--- src/rtl/csm_pkg.sv ---
// Types and constants of the sparse matrix-vector unit.
`timescale 1ns / 1ps
package csm_pkg;

    localparam int VECTOR_DEPTH = 1024;
    localparam int VALUE_WIDTH  = 32;
    localparam int FRAC_BITS    = 16;
    localparam int ACC_W        = 48;
    localparam int PROD_W       = 2 * VALUE_WIDTH;
    localparam int IDX_W        = $clog2(VECTOR_DEPTH);
    localparam int COL_W        = 11;
    localparam int ROW_W        = 16;
    localparam int CFG_DATA_W   = 16;

    // Output queue sizing: pipeline holds at most PIPE_DEPTH beats in flight.
    localparam int FIFO_DEPTH   = 8;
    localparam int FIFO_AW      = $clog2(FIFO_DEPTH);
    localparam int PIPE_DEPTH   = 3;

    typedef enum logic [1:0] {
        OP_LOAD  = 2'd0,
        OP_ENTRY = 2'd1,
        OP_EMPTY = 2'd2
    } t_op;

    typedef enum logic {
        CFG_NUM_COLS = 1'b0,
        CFG_NUM_ROWS = 1'b1
    } t_cfg_reg;

    // One accepted beat headed into the MAC pipeline.
    typedef struct packed {
        logic                          entry;
        logic                          empty;
        logic                          bad;
        logic                          row_end;
        logic signed [VALUE_WIDTH-1:0] value;
    } t_beat;

    typedef struct packed {
        logic signed [VALUE_WIDTH-1:0] row_sum;
        logic [ROW_W-1:0]              row_number;
        logic                          last_row;
        logic                          saturated;
        logic                          column_error;
    } t_result;

endpackage

--- src/rtl/csm_mac.sv ---
// Multiply-accumulate pipeline, row close, saturation and row counting.
`timescale 1ns / 1ps
module csm_mac (
    input  logic                                    i_clk,
    input  logic                                    i_rst_n,
    input  csm_pkg::t_beat                          i_beat,
    input  logic signed [csm_pkg::VALUE_WIDTH-1:0]  i_rd_data,
    input  logic [csm_pkg::ROW_W-1:0]               i_num_rows,
    output logic                                    o_res_valid,
    output csm_pkg::t_result                        o_res
);

    localparam int AW = csm_pkg::ACC_W;
    localparam int VW = csm_pkg::VALUE_WIDTH;
    localparam logic signed [AW-1:0] ACC_MAX = {1'b0, {(AW-1){1'b1}}};
    localparam logic signed [AW-1:0] ACC_MIN = {1'b1, {(AW-1){1'b0}}};
    localparam logic signed [VW-1:0] VAL_MAX = {1'b0, {(VW-1){1'b1}}};
    localparam logic signed [VW-1:0] VAL_MIN = {1'b1, {(VW-1){1'b0}}};

    // stage 1: store read in flight
    csm_pkg::t_beat r_s1;

    // stage 2: product
    logic                                r_s2_vld;
    logic                                r_s2_add;
    logic                                r_s2_bad;
    logic                                r_s2_close;
    logic signed [csm_pkg::PROD_W-1:0]   r_s2_prod;

    // running row state
    logic signed [AW-1:0]                r_acc;
    logic                                r_err;

    // stage 3: closed row
    logic                                r_s3_vld;
    logic signed [AW-1:0]                r_s3_acc;
    logic                                r_s3_err;
    logic [csm_pkg::ROW_W-1:0]           r_row_cnt;

    logic signed [AW-1:0]                w_p;
    logic signed [AW:0]                  w_sum;
    logic signed [AW-1:0]                w_acc_add;
    logic signed [AW-1:0]                w_acc_upd;
    logic                                w_err_upd;
    logic                                w_fits;
    logic                                w_last;
    logic [csm_pkg::ROW_W-1:0]           w_last_idx;

    always_ff @(posedge i_clk) begin
        if (!i_rst_n) begin
            r_s1.entry <= 1'b0;
            r_s1.empty <= 1'b0;
        end else begin
            r_s1.entry <= i_beat.entry;
            r_s1.empty <= i_beat.empty;
        end
        r_s1.bad     <= i_beat.bad;
        r_s1.row_end <= i_beat.row_end;
        r_s1.value   <= i_beat.value;
    end

    always_ff @(posedge i_clk) begin
        if (!i_rst_n) begin
            r_s2_vld <= 1'b0;
        end else begin
            r_s2_vld <= r_s1.entry | r_s1.empty;
        end
        r_s2_add   <= r_s1.entry & ~r_s1.bad;
        r_s2_bad   <= r_s1.entry & r_s1.bad;
        r_s2_close <= r_s1.empty | r_s1.row_end;
        r_s2_prod  <= r_s1.value * i_rd_data;
    end

    // arithmetic shift right is the floor of the Q16.16 product
    assign w_p       = r_s2_prod[csm_pkg::PROD_W-1:csm_pkg::FRAC_BITS];
    assign w_sum     = {r_acc[AW-1], r_acc} + {w_p[AW-1], w_p};
    assign w_acc_add = (w_sum[AW] != w_sum[AW-1]) ? (w_sum[AW] ? ACC_MIN : ACC_MAX)
                                                   : w_sum[AW-1:0];
    assign w_acc_upd = r_s2_add ? w_acc_add : r_acc;
    assign w_err_upd = r_err | r_s2_bad;

    always_ff @(posedge i_clk) begin
        if (!i_rst_n) begin
            r_acc    <= '0;
            r_err    <= 1'b0;
            r_s3_vld <= 1'b0;
        end else begin
            r_s3_vld <= r_s2_vld & r_s2_close;
            if (r_s2_vld) begin
                if (r_s2_close) begin
                    r_acc <= '0;
                    r_err <= 1'b0;
                end else begin
                    r_acc <= w_acc_upd;
                    r_err <= w_err_upd;
                end
            end
        end
        r_s3_acc <= w_acc_upd;
        r_s3_err <= w_err_upd;
    end

    // the sum fits when all bits above the value's sign bit match it
    assign w_fits     = (&r_s3_acc[AW-1:VW-1]) | ~(|r_s3_acc[AW-1:VW-1]);
    assign w_last_idx = i_num_rows - 1'b1;
    assign w_last     = (r_row_cnt == w_last_idx);

    always_ff @(posedge i_clk) begin
        if (!i_rst_n) begin
            r_row_cnt <= '0;
        end else if (r_s3_vld) begin
            r_row_cnt <= w_last ? '0 : r_row_cnt + 1'b1;
        end
    end

    always_comb begin
        o_res_valid        = r_s3_vld;
        o_res.row_sum      = w_fits ? r_s3_acc[VW-1:0] : (r_s3_acc[AW-1] ? VAL_MIN : VAL_MAX);
        o_res.row_number   = r_row_cnt;
        o_res.last_row     = w_last;
        o_res.saturated    = ~w_fits;
        o_res.column_error = r_s3_err;
    end

endmodule

--- config.mk ---
export PLATFORM = sky130hd
export DESIGN_NAME = csm_mac
export DESIGN_NICKNAME = d
export VERILOG_FILES = /design/src/rtl/csm_pkg.sv /design/src/rtl/csm_mac.sv
export SDC_FILE = /design/constraint.sdc
export NUM_CORES = 2
export LEC_CHECK = 0
export ABC_CLOCK_PERIOD_IN_PS = 10700
export BUFFER_PORTS_ARGS = -buffer_cell sky130_fd_sc_hd__buf_2
export CELL_PAD_IN_SITES_DETAIL_PLACEMENT = 1
export CELL_PAD_IN_SITES_GLOBAL_PLACEMENT = 2
export CORE_MARGIN = 2
export CORE_UTILIZATION = 40
export CTS_BUF_LIST = sky130_fd_sc_hd__clkbuf_16
export DETAILED_ROUTE_END_ITERATION = 12
export PLACE_DENSITY_LB_ADDON = 0.1
export SYNTH_ARGS = -nofsm -noshare
export SYNTH_HDL_FRONTEND = slang
export SYNTH_SLANG_ARGS = --single-unit
--- constraint.sdc ---
create_clock -name i_clk -period 10.7 [get_ports i_clk]
set_clock_uncertainty 0.2 [all_clocks]
set_input_delay 1.07 -clock i_clk [delete_from_list [all_inputs] [get_ports i_clk]]
set_output_delay 1.07 -clock i_clk [all_outputs]
set_load 0.005 [all_outputs]
## Word level (Yosys, flattened, before mapping)

Index checks and enable logic that the tools add are counted.
W data, S select, Z words.

- Flip-flop bits (word level): 219
- Word-level logic and storage cells: 42

- Add/sub/neg operators: 3
- Multipliers: 1
- Eq/ne operators: 2
- Muxes and demuxes: 8
- Bitwise logic cells: 10
- Reduce and logical (&&, ||, !) cells: 2

Operator list:

| kind | count |
|---|---|
| $mux W48 | 4 |
| $mul A32 B32 Y64 | 1 |
| $mux W32 | 2 |
| $add A48 B48 Y49 | 1 |
| $reduce_and A17 Y1 | 1 |
| $reduce_or A17 Y1 | 1 |
| $add A16 B1 Y16 const B | 1 |
| $eq A16 B16 Y1 | 1 |
| $mux W16 | 1 |
| $sub A16 B1 Y16 const B | 1 |
| $or A1 B1 Y1 | 4 |
| $and A1 B1 Y1 | 3 |
| $not A1 Y1 | 3 |
| $mux W1 | 1 |
| $ne A1 B1 Y1 | 1 |

## Depth between registers and ports, before layout

- Depth after elaboration: 5
- Mapped depth: 30
- Gate-level depth less buffers: 29

## Worst setup path before layout

OpenSTA, ideal clock, no wires.

- Path type: input port to flip-flop
- Start point: in i_rd_data[5] in the netlist's numbering
- End point: reg r_s2_prod[63] in the netlist's numbering
- Data arrival time: 8.349 ns
- Setup slack: 2.030 ns
- Stages on the path: 27
- Buffers on the path: 1
- Cells stage by stage: clkbuf_1 -> nand2_1 -> inv_1 -> fa_1 -> inv_1 -> fa_1 -> fa_1 -> inv_1 -> fa_1 -> inv_1 -> fa_1 -> inv_1 -> fa_1 -> fa_1 -> fa_1 -> ha_1 -> a21oi_1 -> o21bai_1 -> a21oi_1 -> nor2_1 -> a211oi_1 -> nand2b_1 -> nand2_1 -> a221o_1 -> a21oi_1 -> o21ai_0 -> xnor2_1

- Word-level cells in the longest chain between the ends: 1

RTL lines:

| item | RTL line | text |
|---|---|---|
| from (decl) | csm_mac.sv:7 | `input logic signed [csm_pkg::VALUE_WIDTH-1:0] i_rd_data,` |
| $mul A32 B32 Y64 | csm_mac.sv:71 | `r_s2_prod <= r_s1.value * i_rd_data;` |
| to (signal assigned) | csm_mac.sv:71 |  |
| to (decl) | csm_mac.sv:28 | `logic signed [csm_pkg::PROD_W-1:0] r_s2_prod;` |

Every way passes these cells.
A chain may end at the register's enable or synchronous reset.

## Worst setup path in the final report

Same ends and word-level chain as after synthesis.

==> summary.md <==
| Metric | Value |
|---|---|
| Pin count of the biggest net entering global routing | `57` |
| Die Wd | `about 340 um` |
| Root Buffer | `clkbuf_16` |
| Cell Rows | `about 120` |
| Io pins | `between 100 and 150` |
| CP startpoint kind | `input pin` |
| DP Cell Count | `6,306` |
| Post-CTS sizing | `0` |
| CP endpoint kind | `flip-flop` |
| Slew Limit Fails | `0` |
| RePlAce Congestion | `0.822` |
| Synth area leader | `fa_1` |
| First-pass GRT wire length | `224,000 um` |
| Top cell by count, worst path | `fa_1` |
| EDFF count, synth | `0` |
| Synth Flop Type | `dfxtp_1` |
| Post-synth ARST share | `0%` |
| Initial DRC Count | `1,417` |
| Register area | `slightly above 4000 sq um` |
| WHS Endpoint | `r_s2_add` |
| Synth Register Bits | `~200` |
| Cell Count, Final, Fillers Out | `around 6,400` |
| DIE AREA | `approximately 120,000 sq um` |
| Mapped Nets | `around 6,300` |
| WP data required | `about 11 ns` |
| Post-DP HPWL | `114,000 um` |
| Mapped Cells | `approximately 4,900` |
| WL per Instance | `roughly 22 um` |
| Clk_lat worst skew | `between 0.6 and 0.7 ns` |
| Final TNS setup | `0 ns` |
| FILL cells | `about 13,000` |
| Initial antenna violation count | `10` |
| Area of the multi-input gates | `approximately 36,000 sq um` |
| Synth top area share | `between 40% and 50%` |
| Minimum clock period | `around 9.3 ns` |
| Hold depth | `1` |
| Drt pass-1 iters | `5` |
| Slew Limit Headroom | `between 15 and 20%` |
| IO buf count | `roughly 140` |
| CP Data Arrival Time | `~9.5 ns` |
| Synth cell types | `74` |
| WL final | `roughly 140,000 um` |
| Main area contributors after synthesis | `fa_1 48%, dfxtp_1 9.0%, inv_1 8.3%` |
| Die Y | `between 300 and 400 um` |
| CTS tree | `done` |
| Max cap viols | `0` |
| Hold Crit Start | `r_s1[33]` |
| Clock buffer depth | `3` |
| Fin area | `just under 50,000 sq um` |
| Synth top cells by count | `1,082 x fa_1, 990 x inv_1, 596 x nand2_1` |
| Share of layout cells above drive strength 1 | `5.71%` |
| Slack of the worst reg-to-reg path | `around 1.5 ns` |
| GRT Util Overall | `approximately 25%` |
| Global route overflow | `0` |
| Mean Syn Cell Area | `roughly 9 sq um` |
| RR Startpoint | `r_s1[10]` |
| Total number of yosys warnings | `0` |
| FF-to-FF path depth | `25` |
| CP Max Fanout | `32` |
| Peak Freq | `approximately 110 MHz` |
| Slew @ Worst Pin | `about 1.3 ns` |
| RSZ-0062 raised after global routing | `no` |
| Critical-path top delay cell | `fa_1` |
| Slowest stage delay, CP | `roughly 0.82 ns` |
| Remaining DRCs | `0` |
| RR Endpoint | `r_s2_prod[57]` |
| Vias/cell | `approximately 5` |
| Final-stage net count | `a little over 6,000` |
| Post-route ant nets | `0` |
| Status | `finished clean` |
| Core ar. | `between 100,000 and 150,000 sq um` |
| Sequential share of the synthesized area | `9.02%` |
| P&R area growth vs syn | `6.68%` |
| Post-CTS Setup Inserts | `0` |
| Initial Util | `about two fifths` |
| Most common cell in the netlist | `fa_1` |
| Hold Buf Count CTS | `0` |
| Crit path kind | `input pin to flip-flop` |
| Worst min path class | `flip-flop to flip-flop` |
| CTS Sinks | `approximately 200` |
| H-tree depth | `1` |
| Final period util | `slightly below 90%` |
| Placed Area | `between 40,000 and 50,000 sq um` |
| Setup Viol. Count Final | `0` |
| CTS Buf Count | `27` |
| Via count of the first global-routing pass | `approximately 37,000` |
| Clock-pin slew on the worst setup and hold paths | `about 0.060 ns` |
| Vias | `32,200` |
| Endpoints failing hold | `0` |
| Synth Cell Area | `between 40,000 and 50,000 sq um` |
[metrics by stage]
| step | util (%) | setup slack [ns] | hold WS (ns) |
|---|---|---|---|
| floorplan | - | 2.03 | 0.184 |
| global placement | 42.1 | 0.829 | 0.207 |
| detailed placement | 42.1 | 0.754 | 0.195 |
| CTS | 42.9 | 1.37 | 0.220 |
| global route | 42.9 | 0.729 | 0.252 |
| finish | 42.9 | 1.43 | 0.218 |
[cell usage in the layout, fill, tap and decap left out, types with 27 or more instances in the layout]
master	synthesis	final
a21o_1	98	98
a21oi_1	139	139
and2_1	526	526
buf_2	8	137
buf_4	6	69
clkbuf_16	0	27
dfxtp_1	203	199
fa_1	1082	1082
ha_1	230	230
inv_1	990	993
nand2_1	596	596
nand3_1	31	31
nand4_1	31	31
nor2_1	147	146
nor3_1	28	28
o21ai_0	103	102
xnor2_1	84	84
xor2_1	50	50
[state kept, by name, summed over array words and instances, names as in the netlist]
register	flops
r_s3_err	1
r_s3_acc	48
r_row_cnt	16
r_s2_close	1
o_res_valid	1
r_s2_add	1
r_s2_vld	1
r_s2_bad	1
r_s2_prod	48
r_err	1
r_acc	48
r_s1	36
[critical path: cells and delay by family]
kind                       cells  cell delay, ns
adders and majority gates      9            4.77
and+or+nand+nor                4            0.57
xor gates and xnor gates       1            0.14
AOI/OAI and AO/OA              7            1.47
buffers and inverters          6            1.49
[how the worst max path moves through the flow]
| stage | from | endpoint |
|---|---|---|
| floorplan | i_rd_data[5] | r_s2_prod[63] |
| global route | i_rd_data[5] | r_s2_prod[63] |
| CTS | r_s1[10] | r_s2_prod[57] |
| global placement | i_rd_data[5] | r_s2_prod[63] |
| detailed placement | i_rd_data[5] | r_s2_prod[63] |
| finish | i_rd_data[5] | r_s2_prod[63] |
[metal layers]
metal	up-vias	GRT usage, %	wire length, um
met5	-	0	64
met3	123	3.23	6300
met4	10	4.42	2570
met1	17100	36.2	65600
met2	606	41.4	65400
li1	14400	-	-
[final cells by class]
cell class | instances | area share [%]
multi-input combinational | 3406 | 75.5
timing repair buffer | 206 | 2.51
clock inverter | 22 | 0.484
tap | 1500 | 3.91
antenna | 4 | 0.0208
sequential | 203 | 8.47
clock buffer | 27 | 1.41
inverter | 991 | 7.74
[cell families (layout without fill, tap and decap cells)]
family                     count (synthesis)  after routing  share of synthesized area, %
and+or+nand+nor                         1459           1459                          16.1
adders and majority gates               1312           1312                          54.5
buffers and inverters                   1248           1246                          10.5
AOI/OAI and AO/OA                        499            499                          7.26
DFF                                      203            203                          9.02
xor gates and xnor gates                 134            134                          2.61
muxes                                      2              2                        0.0472
other                                      0              4                             0
Power is left out: the tool's default activity adds up to more than one toggle a clock period on the data nets, which glitch-free logic cannot reach.
