`src/rtl/csm_pkg.sv`:
```
// Types and constants of the sparse matrix-vector unit.
`timescale 1ns / 1ps
package csm_pkg;

    localparam int VECTOR_DEPTH = 1024;
    localparam int VALUE_WIDTH  = 32;
    localparam int FRAC_BITS    = 16;
    localparam int ACC_W        = 48;
    localparam int PROD_W       = 2 * VALUE_WIDTH;
    localparam int IDX_W        = $clog2(VECTOR_DEPTH);
    localparam int COL_W        = 11;
    localparam int ROW_W        = 16;
    localparam int CFG_DATA_W   = 16;

    // Output queue sizing: pipeline holds at most PIPE_DEPTH beats in flight.
    localparam int FIFO_DEPTH   = 8;
    localparam int FIFO_AW      = $clog2(FIFO_DEPTH);
    localparam int PIPE_DEPTH   = 3;

    typedef enum logic [1:0] {
        OP_LOAD  = 2'd0,
        OP_ENTRY = 2'd1,
        OP_EMPTY = 2'd2
    } t_op;

    typedef enum logic {
        CFG_NUM_COLS = 1'b0,
        CFG_NUM_ROWS = 1'b1
    } t_cfg_reg;

    // One accepted beat headed into the MAC pipeline.
    typedef struct packed {
        logic                          entry;
        logic                          empty;
        logic                          bad;
        logic                          row_end;
        logic signed [VALUE_WIDTH-1:0] value;
    } t_beat;

    typedef struct packed {
        logic signed [VALUE_WIDTH-1:0] row_sum;
        logic [ROW_W-1:0]              row_number;
        logic                          last_row;
        logic                          saturated;
        logic                          column_error;
    } t_result;

endpackage

```
`src/rtl/csm_out_fifo.sv`:
```
// Result queue between the MAC pipeline and the output channel.
`timescale 1ns / 1ps
module csm_out_fifo (
    input  logic                          i_clk,
    input  logic                          i_rst_n,
    input  logic                          i_wr_en,
    input  csm_pkg::t_result              i_wr_data,
    input  logic                          i_rd_en,
    output logic                          o_not_empty,
    output csm_pkg::t_result              o_rd_data,
    output logic [csm_pkg::FIFO_AW:0]     o_count
);

    csm_pkg::t_result                  r_mem [csm_pkg::FIFO_DEPTH];
    logic [csm_pkg::FIFO_AW-1:0]       r_wr_ptr;
    logic [csm_pkg::FIFO_AW-1:0]       r_rd_ptr;
    logic [csm_pkg::FIFO_AW:0]         r_count;
    logic [csm_pkg::FIFO_AW:0]         n_count;

    always_ff @(posedge i_clk) begin
        if (i_wr_en) begin
            r_mem[r_wr_ptr] <= i_wr_data;
        end
    end

    always_comb begin
        n_count = r_count;
        case ({i_wr_en, i_rd_en})
            2'b10:   n_count = r_count + 1'b1;
            2'b01:   n_count = r_count - 1'b1;
            default: n_count = r_count;
        endcase
    end

    always_ff @(posedge i_clk) begin
        if (!i_rst_n) begin
            r_wr_ptr <= '0;
            r_rd_ptr <= '0;
            r_count  <= '0;
        end else begin
            if (i_wr_en) begin
                r_wr_ptr <= r_wr_ptr + 1'b1;
            end
            if (i_rd_en) begin
                r_rd_ptr <= r_rd_ptr + 1'b1;
            end
            r_count <= n_count;
        end
    end

    assign o_not_empty = (r_count != '0);
    assign o_rd_data   = r_mem[r_rd_ptr];
    assign o_count     = r_count;

endmodule

```
`config.mk`:
```
export PLATFORM = sky130hd
export DESIGN_NAME = csm_out_fifo
export DESIGN_NICKNAME = d
export VERILOG_FILES = /design/src/rtl/csm_pkg.sv /design/src/rtl/csm_out_fifo.sv
export SDC_FILE = /design/constraint.sdc
export NUM_CORES = 1
export LEC_CHECK = 0
export BUFFER_PORTS_ARGS = -buffer_cell sky130_fd_sc_hd__buf_2
export CAP_MARGIN = 20
export CORE_MARGIN = 5
export CORE_UTILIZATION = 50
export DETAILED_ROUTE_END_ITERATION = 7
export PLACE_DENSITY = 0.69
export SLEW_MARGIN = 20
export SYNTH_ARGS = -nofsm -noshare
export SYNTH_HDL_FRONTEND = slang
export SYNTH_SLANG_ARGS = --single-unit
```
`constraint.sdc`:
```
create_clock -name i_clk -period 5.8 [get_ports i_clk]
set_input_delay 0.58 -clock i_clk [delete_from_list [all_inputs] [get_ports i_clk]]
set_output_delay 0.58 -clock i_clk [all_outputs]
set_load 0.1 [all_outputs]
```
======== Word-level counts from Yosys, hierarchy flattened ========
Memories as Yosys holds them, arrays and structs flattened. A register that Yosys moved wholly into a read port is not among the register bits.
Index checks and enable logic that the tools add are counted.
storage, ports and cells
  register bits ........................... 10
  input bits .............................. 55
  memories ................................ 1
  bits in writable memories ............... 408
  logic and storage cells ................. 17
memory list
  memory  words  width  rd ports  clocked after Yosys merged registers in  wr ports  RTL line            text
  r_mem   8      51     1         1                                        1         csm_out_fifo.sv:14  csm_pkg::t_result r_mem [csm_pkg::FIFO_DEPTH];
operators by class
  $add $sub $neg .......................... 4
  equal/unequal tests ..................... 2
  reductions and logical operators ........ 2
  multiplexer cells ....................... 5
operators with widths
  operator                                           count
  case mux 4 bit (2 select lines)                    1
  adder 3 x 1 -> 3 bit (second input constant)       2
  2-to-1 mux 3 bit                                   2
  adder 4 x 1 -> 4 bit (second input constant)       1
  nonzero test 4 bit                                 1
  subtractor 4 x 1 -> 4 bit (second input constant)  1
  == test 2 x 1 -> 1 bit (second input constant)     1
  == test 2 bit (second input constant)              1
  2-to-1 mux 1 bit                                   2
  nonzero test 2 bit                                 1

======== Logic depth before layout (Yosys ltp) ========
Gate-level depths: netlist (run 1).
  depth in word-level cells ............... 3
  gate-level depth with buffers ........... 8
  mapped depth without buffers ............ 8

======== Worst setup path after synthesis (run 1) ========
No wires, ideal clock.
  path kind ............................... in2reg
  start point ............................. in i_wr_en
  end point ............................... mem r_mem[0][0] in the netlist's numbering (enable)
  setup time .............................. 523 ps
  path buffers ............................ 0
  data required time ...................... 5277 ps
  data arrival time ....................... 4154 ps
  stages on the path ...................... 2
  slack ................................... 1123 ps
  cell sequence ........................... nand2b_1 -> nor3_1
between the ends
  cells in the longest elaborated chain, start to end .. 2
ends and longest elaborated chain
  element                                 RTL line            text
  start: declaration                      csm_out_fifo.sv:6   input logic i_wr_en,
  2-to-1 mux 1 bit                        csm_out_fifo.sv:21  if (i_wr_en) begin
  2-to-1 mux 1 bit (implied by the code)  csm_out_fifo.sv:22  r_mem[r_wr_ptr] <= i_wr_data;
  end: declaration                        csm_out_fifo.sv:14
Every way passes these cells.

==> out/results.ini, run 1 <==
[global_routing]
grt_pass1_vias=7725
grt_overflow=0
track_usage_pct=17.27
grt_max_degree=62
antenna_found_initial=5
grt_pass1_wl_um=46500

[cts]
clock_latency_ns=0.54
cts_buffers=42
cts_buffer_depth=3
path_clk_slew_ns=0.06
h-tree-depth=2
clock-root-buffer=clkbuf_16
cts_hold_buffers=0
cts_setup_buffers=0
clock-sinks=421
cts_tree=done
cts_resized=0

[worst_setup_path]
rr_startpoint=r_wr_ptr[0]
ff2ff_setup_slack_ns=3.40
required_ns=5.22
reg2reg_to=r_mem[7][48]
crit_slowest_cell=dfxtp_4
path_buf_inv=2
critPathKind=reg -> out
cp-start-kind=flop
r2r_cells=3
critPathTopFamily=buffers and inverters
cp_cell_sequence=buf_4, mux4_2, mux2_2, buf_2
cpPeakStageDelay_ns=0.94
critPathCaptureType=output pin
critPathMaxFanout=61
cp.arrival_ns=3.22

[power]
p_int_w=0.005138
power.density_nw_per_um2=380.4
p_sw_w=0.001833
clock_power_share_pct=36.1
p_leak_nw=5.871
ir_drop_uv=207.6
comb_power_share_pct=14.1
power_frac_seq_pct=49.8
power_w=0.006971
p_sw_share_pct=26.30

[hold_path]
hp-start=i_wr_data[3]
whs_endpoint=r_mem[6][3]
hold_path.class=in -> reg
whs_path_depth=1

[drt]
first_pass_iters=4
drt_iter0_drc=450
drc=0
route.vias.total=6994
drt-total-wl_um=30100
vias_per_cell=5.663
wl_per_cell_um=24.37
ant_nets=0

[status]
status=complete, no violations

[synthesis]
synth.top_cell.area_share_pct=76.84
yosys.cell_types.count=28
synth_top_area_cell=edfxtp_1
synth_nets=718
ys_ff_latch=421
avgSynthCellArea_um2=24.23
synthTopCellsByArea=edfxtp_1 77%, mux4_2 14%, mux2_2 3.7%
syn_inst=658
syn_area_um2=15950
yosysSeqAreaShare_pct=78.47
yosysWarnings=0

[sta]
rsz0062_at_grt=no
hold_violations=0
fin_tns_setup_ns=0
fmax_mhz=263.3
fin_crit_sh_pct=65.48
finalClockSkew_ns=0.01857
slew_headroom_pct=36.97
setup_viol=0
worst_pin_slew_ns=0.9432
slew_viol_final=0
fin_crit_ns=3.798

[floorplan]
initial_utilization_pct=50.53
io-pin-count=111
coreArea_um2=31560
die_w_um=188.6
rows=65
die-height_um=188.6
die-area_um2=35560

[layout]
syn_to_final_growth_pct=14.92
nNetsFinal=856
layout-drive-gt1-share_pct=41.45
fin_cells=1235
fillers=2262

[job]
cap_viol_max_count=0

[placement]
dp_cells=1153
port_buffers=110
place_hpwl_um=16820
gp_congestion=0.6881

power groups by stage:
stage / clock (W) / sequential, W / combinational, W
2_1_floorplan: 0 / 0.00354 / 0.000795
3_3_place_gp: 0 / 0.00354 / 0.000960
3_5_place_dp: 0 / 0.00355 / 0.000978
4_1_cts: 0.00256 / 0.00349 / 0.000981
5_1_grt: 0.00271 / 0.00348 / 0.00103
6_report: 0.00252 / 0.00347 / 0.000984
metal layers:
metal / routed length (um) / global-route usage, %
met1: 12450 / 23.32
met2: 15330 / 28.97
met3: 1793 / 4.001
met4: 489 / 4.260
met5: 33 / 0
through the flow:
step | hold WS [ns] | util [%] | setup slack (ns) | instance area [um2]
2_1_floorplan | 0.5125 | - | 1.123 | 15950
3_3_place_gp | 0.4633 | 53.84 | 2.467 | 16990
3_5_place_dp | 0.4735 | 53.84 | 2.416 | 16990
4_1_cts | 0.2933 | 57.96 | 1.855 | 18290
5_1_grt | 0.3058 | 58.06 | 1.863 | 18320
6_report | 0.3092 | 58.07 | 2.002 | 18320
worst max path at each step:
stage	from	end	slack [ns]	cells past startpoint
2_1_floorplan	i_wr_en	r_mem[0][0]	1.12	2
3_3_place_gp	flop	o_rd_data[0]	2.47	4
3_5_place_dp	flop	o_rd_data[8]	2.42	4
4_1_cts	flop	o_rd_data[8]	1.85	4
5_1_grt	flop	o_rd_data[8]	1.86	4
6_report	flop	o_rd_data[8]	2.00	4
registers in the layout, indices dropped and copies added, names as in the netlist, named ones only:
signal,count
r_rd_ptr,3
r_wr_ptr,3
o_count,4
r_mem,408
synthesized netlist by cell type:
cell	count
a21boi_0	1
a21oi_1	1
a41oi_1	1
and2_1	6
buf_1	6
buf_2	6
buf_4	1
buf_6	8
clkbuf_1	9
dfxtp_1	13
edfxtp_1	408
ha_1	5
inv_1	1
mux2_2	52
mux2i_1	4
mux4_2	102
nand2_1	6
nand2b_1	4
nor2_1	6
nor2b_1	3
nor3_1	3
nor4b_1	1
o21ai_0	1
o41ai_1	1
or3_1	1
or4_1	1
xnor2_1	3
xor2_1	4
cells in the final DEF (no fill, tap or decap), types with 2 or more instances in the layout:
cell and count:
bufinv_16 2, nor3_2 2, xnor2_1 3, buf_4 12
clkinv_1 14, dfxtp_4 2, clkinvlp_4 2, mux2i_1 4
diode_2 3, buf_2 110, dfxtp_1 10, nand2_1 6
mux4_2 102, nor2_4 6, clkbuf_1 9, edfxtp_1 408
clkbuf_16 43, nor2b_1 3, mux2_2 52, xor2_1 4
ha_1 5, clkinv_8 2, nand2b_1 4, and2_1 6
clkinv_2 6
cell families after synthesis:
group / after synthesis / share of synthesized area, %
fa+ha+maj: 5 / 0.3923
xor+xnor: 7 / 0.3845
compound gates: 5 / 0.2197
buf+inv: 31 / 1.177
mux: 158 / 18.33
flops: 421 / 78.47
simple gates: 31 / 1.028
cell type report:
cell class,count,area (um2),share of cell area (%)
antenna,3,7.507,0.04097
sequential,421,12520,68.33
multi-input combinational,206,3301,18.01
tap,402,503.0,2.745
clock inverter,26,190.2,1.038
timing repair buffer,124,688.2,3.756
clock buffer,52,1110,6.057
inverter,1,3.754,0.02048
No activity file was read; power rests on OpenSTA's default activity.
==> run 2: changes to the inputs <==
--- a/config.mk
+++ b/config.mk
@@ -5,12 +5,13 @@
 export SDC_FILE = /design/constraint.sdc
 export NUM_CORES = 1
 export LEC_CHECK = 0
+export ABC_AREA = 1
 export BUFFER_PORTS_ARGS = -buffer_cell sky130_fd_sc_hd__buf_2
 export CAP_MARGIN = 20
 export CORE_MARGIN = 5
 export CORE_UTILIZATION = 50
 export DETAILED_ROUTE_END_ITERATION = 7
-export PLACE_DENSITY = 0.69
+export PLACE_DENSITY = 0.72
 export SLEW_MARGIN = 20
 export SYNTH_ARGS = -nofsm -noshare
 export SYNTH_HDL_FRONTEND = slang
==> constraint.sdc (replaced) <==
create_clock -name i_clk -period 3.2 [get_ports i_clk]
set_input_delay 0.32 -clock i_clk [delete_from_list [all_inputs] [get_ports i_clk]]
set_output_delay 0.32 -clock i_clk [all_outputs]
set_load 0.1 [all_outputs]
==> out/results.ini, run 2 <==
[synthesis]
synth_nets=1292  ; was 718
syn_inst=1232  ; was 658
ys_ff_latch=421  ; unchanged
synth-edff-count=408  ; unchanged
yosysWarnings=0  ; unchanged
synthFlopType=edfxtp_1  ; unchanged
avgSynthCellArea_um2=13.40  ; was 24.23 um2
synth_top_area_cell=edfxtp_1  ; unchanged
yosysSeqAreaShare_pct=75.82  ; was 78.47%
synth.top_cell.area_share_pct=74.24  ; was 76.84%
synth_top_cells_by_count=408 x edfxtp_1, 215 x nor2_1, 168 x nand2_1  ; was 408 x edfxtp_1, 102 x mux4_2, 52 x mux2_2
synthTopCellsByArea=edfxtp_1 74%, nor2_1 4.9%, o21ai_0 4.7%  ; was edfxtp_1 77%, mux4_2 14%, mux2_2 3.7%
synth-async-reset-ratio_pct=0  ; unchanged
yosys.cell_types.count=25  ; was 28
synth.most_common_cell=edfxtp_1  ; unchanged
syn_area_um2=16500  ; was 15950 um2

[power]
power.density_nw_per_um2=677.5  ; was 380.4 nW/um2
p_leak_nw=6.546  ; was 5.871 nW
power_w=0.01278  ; was 0.006971 W
ir_drop_uv=472.1  ; was 207.6 uV

[worst_setup_path]
critPathCaptureType=output pin  ; unchanged
cp-start-kind=flop  ; unchanged
critPathKind=reg -> out  ; unchanged
required_ns=2.88  ; was 5.22 ns
crit_slowest_cell=dfxtp_4  ; unchanged
critPathTopFamily=buffers and inverters  ; unchanged
cp_cell_sequence=buf_12, nor2_1, nor2_1, o21ai_0, o21ai_1, nand2_1, nand2_1, buf_2  ; was buf_4, mux4_2, mux2_2, buf_2
cp.arrival_ns=2.61  ; was 3.22 ns
critPathMaxFanout=96  ; was 61
cpPeakStageDelay_ns=0.54  ; was 0.94 ns
path_buf_inv=2  ; unchanged

[layout]
largest_register=r_mem  ; unchanged
num_antenna_cells=0  ; was 3
nNetsFinal=1398  ; was 856
layout_common_cells=408 x edfxtp_1, 207 x nor2_1, 168 x nand2_1  ; was 408 x edfxtp_1, 110 x buf_2, 102 x mux4_2
largest_reg_flops=408  ; unchanged
final_common_cell=edfxtp_1  ; unchanged
syn_to_final_growth_pct=14.28  ; was 14.92%
layout-drive-gt1-share_pct=14.58  ; was 41.45%

[sta]
fin_tns_setup_ns=0  ; unchanged
worst_pin_slew_ns=0.8794  ; was 0.9432 ns
rsz0062_at_grt=no  ; unchanged
slew_headroom_pct=41.24  ; was 36.97%
slew_viol_final=0  ; unchanged
fin_crit_sh_pct=91.50
hold_violations=0  ; unchanged
setup_viol=0  ; unchanged
fin_hold_ws_ns=0.04704  ; was 0.3092 ns
fin_crit_ns=2.928
finalClockSkew_ns=0.01339  ; was 0.01857 ns
fmax_mhz=341.5

[floorplan]
initial_utilization_pct=50.72  ; was 50.53%
rows=66  ; was 65
coreArea_um2=32540  ; was 31560 um2
die_w_um=191.7  ; was 188.6 um
die-height_um=191.7  ; was 188.6 um
die-area_um2=36740  ; was 35560 um2
io-pin-count=111  ; unchanged

[drt]
route.vias.total=9866  ; was 6994
drc=0  ; unchanged
vias_per_cell=5.460  ; was 5.663
first_pass_iters=4  ; unchanged
drt-total-wl_um=34880  ; was 30100 um
ant_nets=0  ; unchanged
drt_iter0_drc=662  ; was 450
wl_per_cell_um=19.30  ; was 24.37 um

[cts]
clock-sinks=421  ; unchanged
cts_tree=done  ; unchanged
clock-root-buffer=clkbuf_16  ; unchanged
cts_setup_buffers=0  ; unchanged
cts_resized=0  ; unchanged
clock_latency_ns=0.53  ; was 0.54 ns
cts_buffer_depth=3  ; unchanged
path_clk_slew_ns=0.06  ; about the same
h-tree-depth=2  ; unchanged
cts_buffers=43  ; was 42
cts_hold_buffers=0  ; unchanged

[job]
cap_viol_max_count=0  ; unchanged

[global_routing]
grt_max_degree=121  ; was 62
grt_pass1_vias=9743  ; was 7725
grt_overflow=0  ; unchanged
track_usage_pct=18.81  ; was 17.27%
grt_pass1_wl_um=53850  ; was 46500 um
antenna_found_initial=5  ; unchanged

[placement]
place_hpwl_um=18610  ; was 16820 um
gp_congestion=0.7396  ; was 0.6881
port_buffers=110  ; unchanged

[hold_path]
hold_path.class=in -> reg  ; unchanged

[status]
status=complete, no violations  ; unchanged

==> run 2: changes by cell type after synthesis, moves of 7 or more <==
cell,delta
o22ai_1,+51
mux2_2,-52
mux2i_1,+47
inv_1,+14
o21ai_1,+56
o21ai_0,+154
a21oi_1,+9
buf_8,+7
nand2_1,+162
buf_2,+20
mux4_2,-102
clkbuf_1,+24
nor2_1,+209
==> run 2: metrics by stage <==
stage	cells	worst slack (ns)	utilization, %	area, um2
2_1_floorplan	1232	-0.1168	-	16500
3_3_place_gp	1735	0.8655	54.03	17580
3_5_place_dp	1735	0.8543	54.03	17580
4_1_cts	1807	0.2675	57.97	18860
5_1_grt	1807	0.06961	57.97	18860
6_report	1807	0.2721	57.97	18860
==> run 2: worst reg2reg max path: stages (launching register included) <==
cell,delay (ns)
dfxtp_1,0.37
nand2_1,0.26
nor2_4,0.78
buf_4,0.37
==> run 2: area by class of cell <==
cell class                 instances  area (um2)
clock buffer                      56        1125
clock inverter                    16       155.1
fill                            2611       13680
inverter                          17       66.31
multi-input combinational        722        3567
sequential                       421       12520
tap                              442       553.0
timing repair buffer             133       873.3
==> run 2: where the power goes <==
part           switching [W]  leakage [nW]  internal [W]
clock network        0.00192         0.619       0.00270
registers          0.0000466          3.81       0.00618
logic                0.00155          2.11      0.000376
==> run 2: logic make-up (layout without fill, tap and decap cells) <==
group / count (synthesis) / after routing / synth area share, %
AO/OA/AOI/OAI: 272 / 272 / 8.635
XOR/XNOR: 3 / 3 / 0.1592
adder cells (fa/ha/maj): 5 / 5 / 0.3791
buffers and inverters: 89 / 222 / 2.934
flip-flops: 421 / 421 / 75.82
multiplexers: 51 / 51 / 3.093
AND/OR/NAND/NOR: 391 / 391 / 8.984
==> run 2: worst paths after layout <==
check        cells after the start       endpoint     startpoint  slack (ns)
min                              1   r_mem[5][21]  i_wr_data[21]        0.05
max                              8  o_rd_data[22]           flop        0.27
max reg2reg                      3    r_mem[3][4]    r_wr_ptr[0]        1.12
min reg2reg                      2    r_wr_ptr[0]    r_wr_ptr[0]        0.50
==> run 2: per-layer routing <==
layer | global-route usage [%] | share of wire, % | up-vias
li1 | - | - | 4678
met1 | 24.63 | 42 | 4853
met2 | 31.72 | 49 | 263
met3 | 4.198 | 5.8 | 62
met4 | 5.608 | 2.1 | 10
met5 | 0 | 0.14 | -
==> run 3: changes to the inputs <==
==> constraint.sdc (replaced) <==
create_clock -name i_clk -period 3.2 [get_ports i_clk]
set_input_delay 0.32 -clock i_clk [delete_from_list [all_inputs] [get_ports i_clk]]
set_output_delay 0.32 -clock i_clk [all_outputs]
set_load 0.01 [all_outputs]
==> out/results.ini, run 3 (same netlist as run 2, synthesis figures left out) <==
[status]
status=complete, no violations  ; unchanged

[cts]
cts_hold_buffers=0  ; unchanged
clock-sinks=421  ; unchanged
cts_setup_buffers=0  ; unchanged
h-tree-depth=2  ; unchanged
cts_resized=0  ; unchanged
clock-root-buffer=clkbuf_16  ; unchanged
clock_latency_ns=0.53  ; about the same
cts_buffer_depth=3  ; unchanged
path_clk_slew_ns=0.06  ; about the same
cts_buffers=42  ; was 43
cts_tree=done  ; unchanged

[sta]
slew_viol_final=0  ; unchanged
fin_hold_ws_ns=0.06089  ; was 0.04704 ns
setup_slack_ns=0.7004  ; was 0.2721 ns
fin_crit_sh_pct=78.11  ; was 91.50%
fmax_mhz=400.1  ; was 341.5 MHz
fin_crit_ns=2.500  ; was 2.928 ns
slew_headroom_pct=45.67  ; was 41.24%
rsz0062_at_grt=no  ; unchanged
hold_violations=0  ; unchanged
worst_pin_slew_ns=0.8150  ; was 0.8794 ns
finalClockSkew_ns=0.01245  ; was 0.01339 ns
setup_viol=0  ; unchanged

[power]
clock_power_share_pct=37.6  ; was 36.2%
p_leak_nw=6.532  ; was 6.546 nW
p_int_w=0.009062  ; was 0.009261 W
p_sw_w=0.002695  ; was 0.003516 W
ir_drop_uv=448.4  ; was 472.1 uV
p_sw_share_pct=22.92  ; was 27.52%
power.density_nw_per_um2=624.6  ; was 677.5 nW/um2
comb_power_share_pct=9.4  ; was 15.0%
power_frac_seq_pct=53.0  ; was 48.7%

[drt]
drc=0  ; unchanged
ant_nets=0  ; unchanged
drt_iter0_drc=651  ; was 662
first_pass_iters=5  ; was 4
vias_per_cell=5.371  ; was 5.460
drt-total-wl_um=34010  ; was 34880 um
route.vias.total=9732  ; was 9866
wl_per_cell_um=18.77  ; was 19.30 um

[global_routing]
track_usage_pct=18.42  ; was 18.81%
grt_pass1_vias=9768  ; was 9743
grt_max_degree=105  ; was 121
grt_pass1_wl_um=53190  ; was 53850 um
grt_overflow=0  ; unchanged
antenna_found_initial=4  ; was 5

[placement]
gp_congestion=0.7160  ; was 0.7396
dp_cells=1734  ; was 1735
port_buffers=110  ; unchanged
place_hpwl_um=17910  ; was 18610 um
place_ws_ns=1.139  ; was 0.8543 ns
dpl_cell_area_um2=17570  ; was 17580 um2

[layout]
fin_cells=1812  ; was 1807
final_common_cell=edfxtp_1  ; unchanged
syn_to_final_growth_pct=14.06  ; was 14.28%
layout-drive-gt1-share_pct=14.62  ; was 14.58%
nNetsFinal=1396  ; was 1398
final_area_um2=18820  ; was 18860 um2
largest_reg_flops=408  ; unchanged
largest_register=r_mem  ; unchanged
layout_common_cells=408 x edfxtp_1, 207 x nor2_1, 168 x nand2_1  ; unchanged

[floorplan]
die-height_um=191.7  ; unchanged
initial_utilization_pct=50.72  ; unchanged
io-pin-count=111  ; unchanged
rows=66  ; unchanged
die_w_um=191.7  ; unchanged
die-area_um2=36740  ; unchanged
coreArea_um2=32540  ; unchanged

[hold_path]
hp-start=i_wr_data[44]  ; was i_wr_data[21]
whs_endpoint=r_mem[4][44]  ; was r_mem[5][21]
hold_path.class=in -> reg  ; unchanged
whs_path_depth=1  ; unchanged

[worst_setup_path]
critPathMaxFanout=39  ; was 96
reg2reg_to=r_mem[3][17]  ; was r_mem[3][4]
cp.arrival_ns=2.18  ; was 2.61 ns
rr_startpoint=r_wr_ptr[0]  ; unchanged
required_ns=2.88  ; about the same
ff2ff_setup_slack_ns=1.33  ; was 1.12 ns
r2r_cells=3  ; unchanged
critPathCaptureType=output pin  ; unchanged
critPathKind=reg -> out  ; unchanged
cp-start-kind=flop  ; unchanged

[job]
cap_viol_max_count=0  ; unchanged

## run 3: cell types whose count changed in the layout (fill, tap and decap cells not counted), sizes merged
cell,before,now
buf,133,132
bufinv,3,0
clkbuf,56,59
clkinv,10,17
diode,0,2
inv,20,17
## run 3: area by class of cell
class / instances / area (um2)
Clock inverter: 17 / 100.1
Tap cell: 442 / 553.0
Antenna cell: 2 / 5.005
Multi-Input combinational cell: 722 / 3567
Inverter: 17 / 66.31
Fill cell: 2572 / 13710
Timing Repair Buffer: 132 / 865.8
Clock buffer: 59 / 1146
Sequential cell: 421 / 12520
## run 3: how the worst max path moves through the flow
stage / from / to / slack [ns] / cells past startpoint
6_report: flop / o_rd_data[1] / 0.70 / 7
5_1_grt: flop / o_rd_data[1] / 0.54 / 7
4_1_cts: flop / o_rd_data[48] / 0.70 / 6
3_5_place_dp: i_wr_en / r_mem[0][23] / 1.14 / 5
3_3_place_gp: i_wr_en / r_mem[0][23] / 1.19 / 5
2_1_floorplan: i_wr_en / r_mem[0][0] / -0.12 / 3
## run 3: power by group through the flow
stage,logic (W),registers (W),clock network [W]
after detailed placement,0.00112,0.00634,0
after floorplan,0.000724,0.00634,0
after global routing,0.00125,0.00624,0.00473
after global placement,0.00110,0.00634,0
after CTS,0.00112,0.00623,0.00451
final,0.00111,0.00623,0.00442
## run 3: per-layer routing
layer,routed length (um),up-vias,track usage [%]
li1,-,4678,-
met1,14790,4775,24.76
met2,16860,217,31.61
met3,1713,56,3.181
met4,607,6,4.392
met5,34,-,0
## run 3: metrics by stage
| stage | TNS, ns | power, W | utilization [%] |
|---|---|---|---|
| after floorplan | -23.82 | 0.007062 | - |
| after global routing | 0 | 0.01221 | 57.85 |
| final | 0 | 0.01176 | 57.86 |
| after CTS | 0 | 0.01186 | 57.84 |
| after detailed placement | 0 | 0.007461 | 54.01 |
| after global placement | 0 | 0.007434 | 54.01 |
## run 3: critical path: stages, from the launching register on
cell and delay (ns):
dfxtp_4 0.37, inv_4 0.19, buf_4 0.43, o21ai_0 0.16
o21ai_1 0.10, nand2_1 0.06, nand2_1 0.18, buf_2 0.16
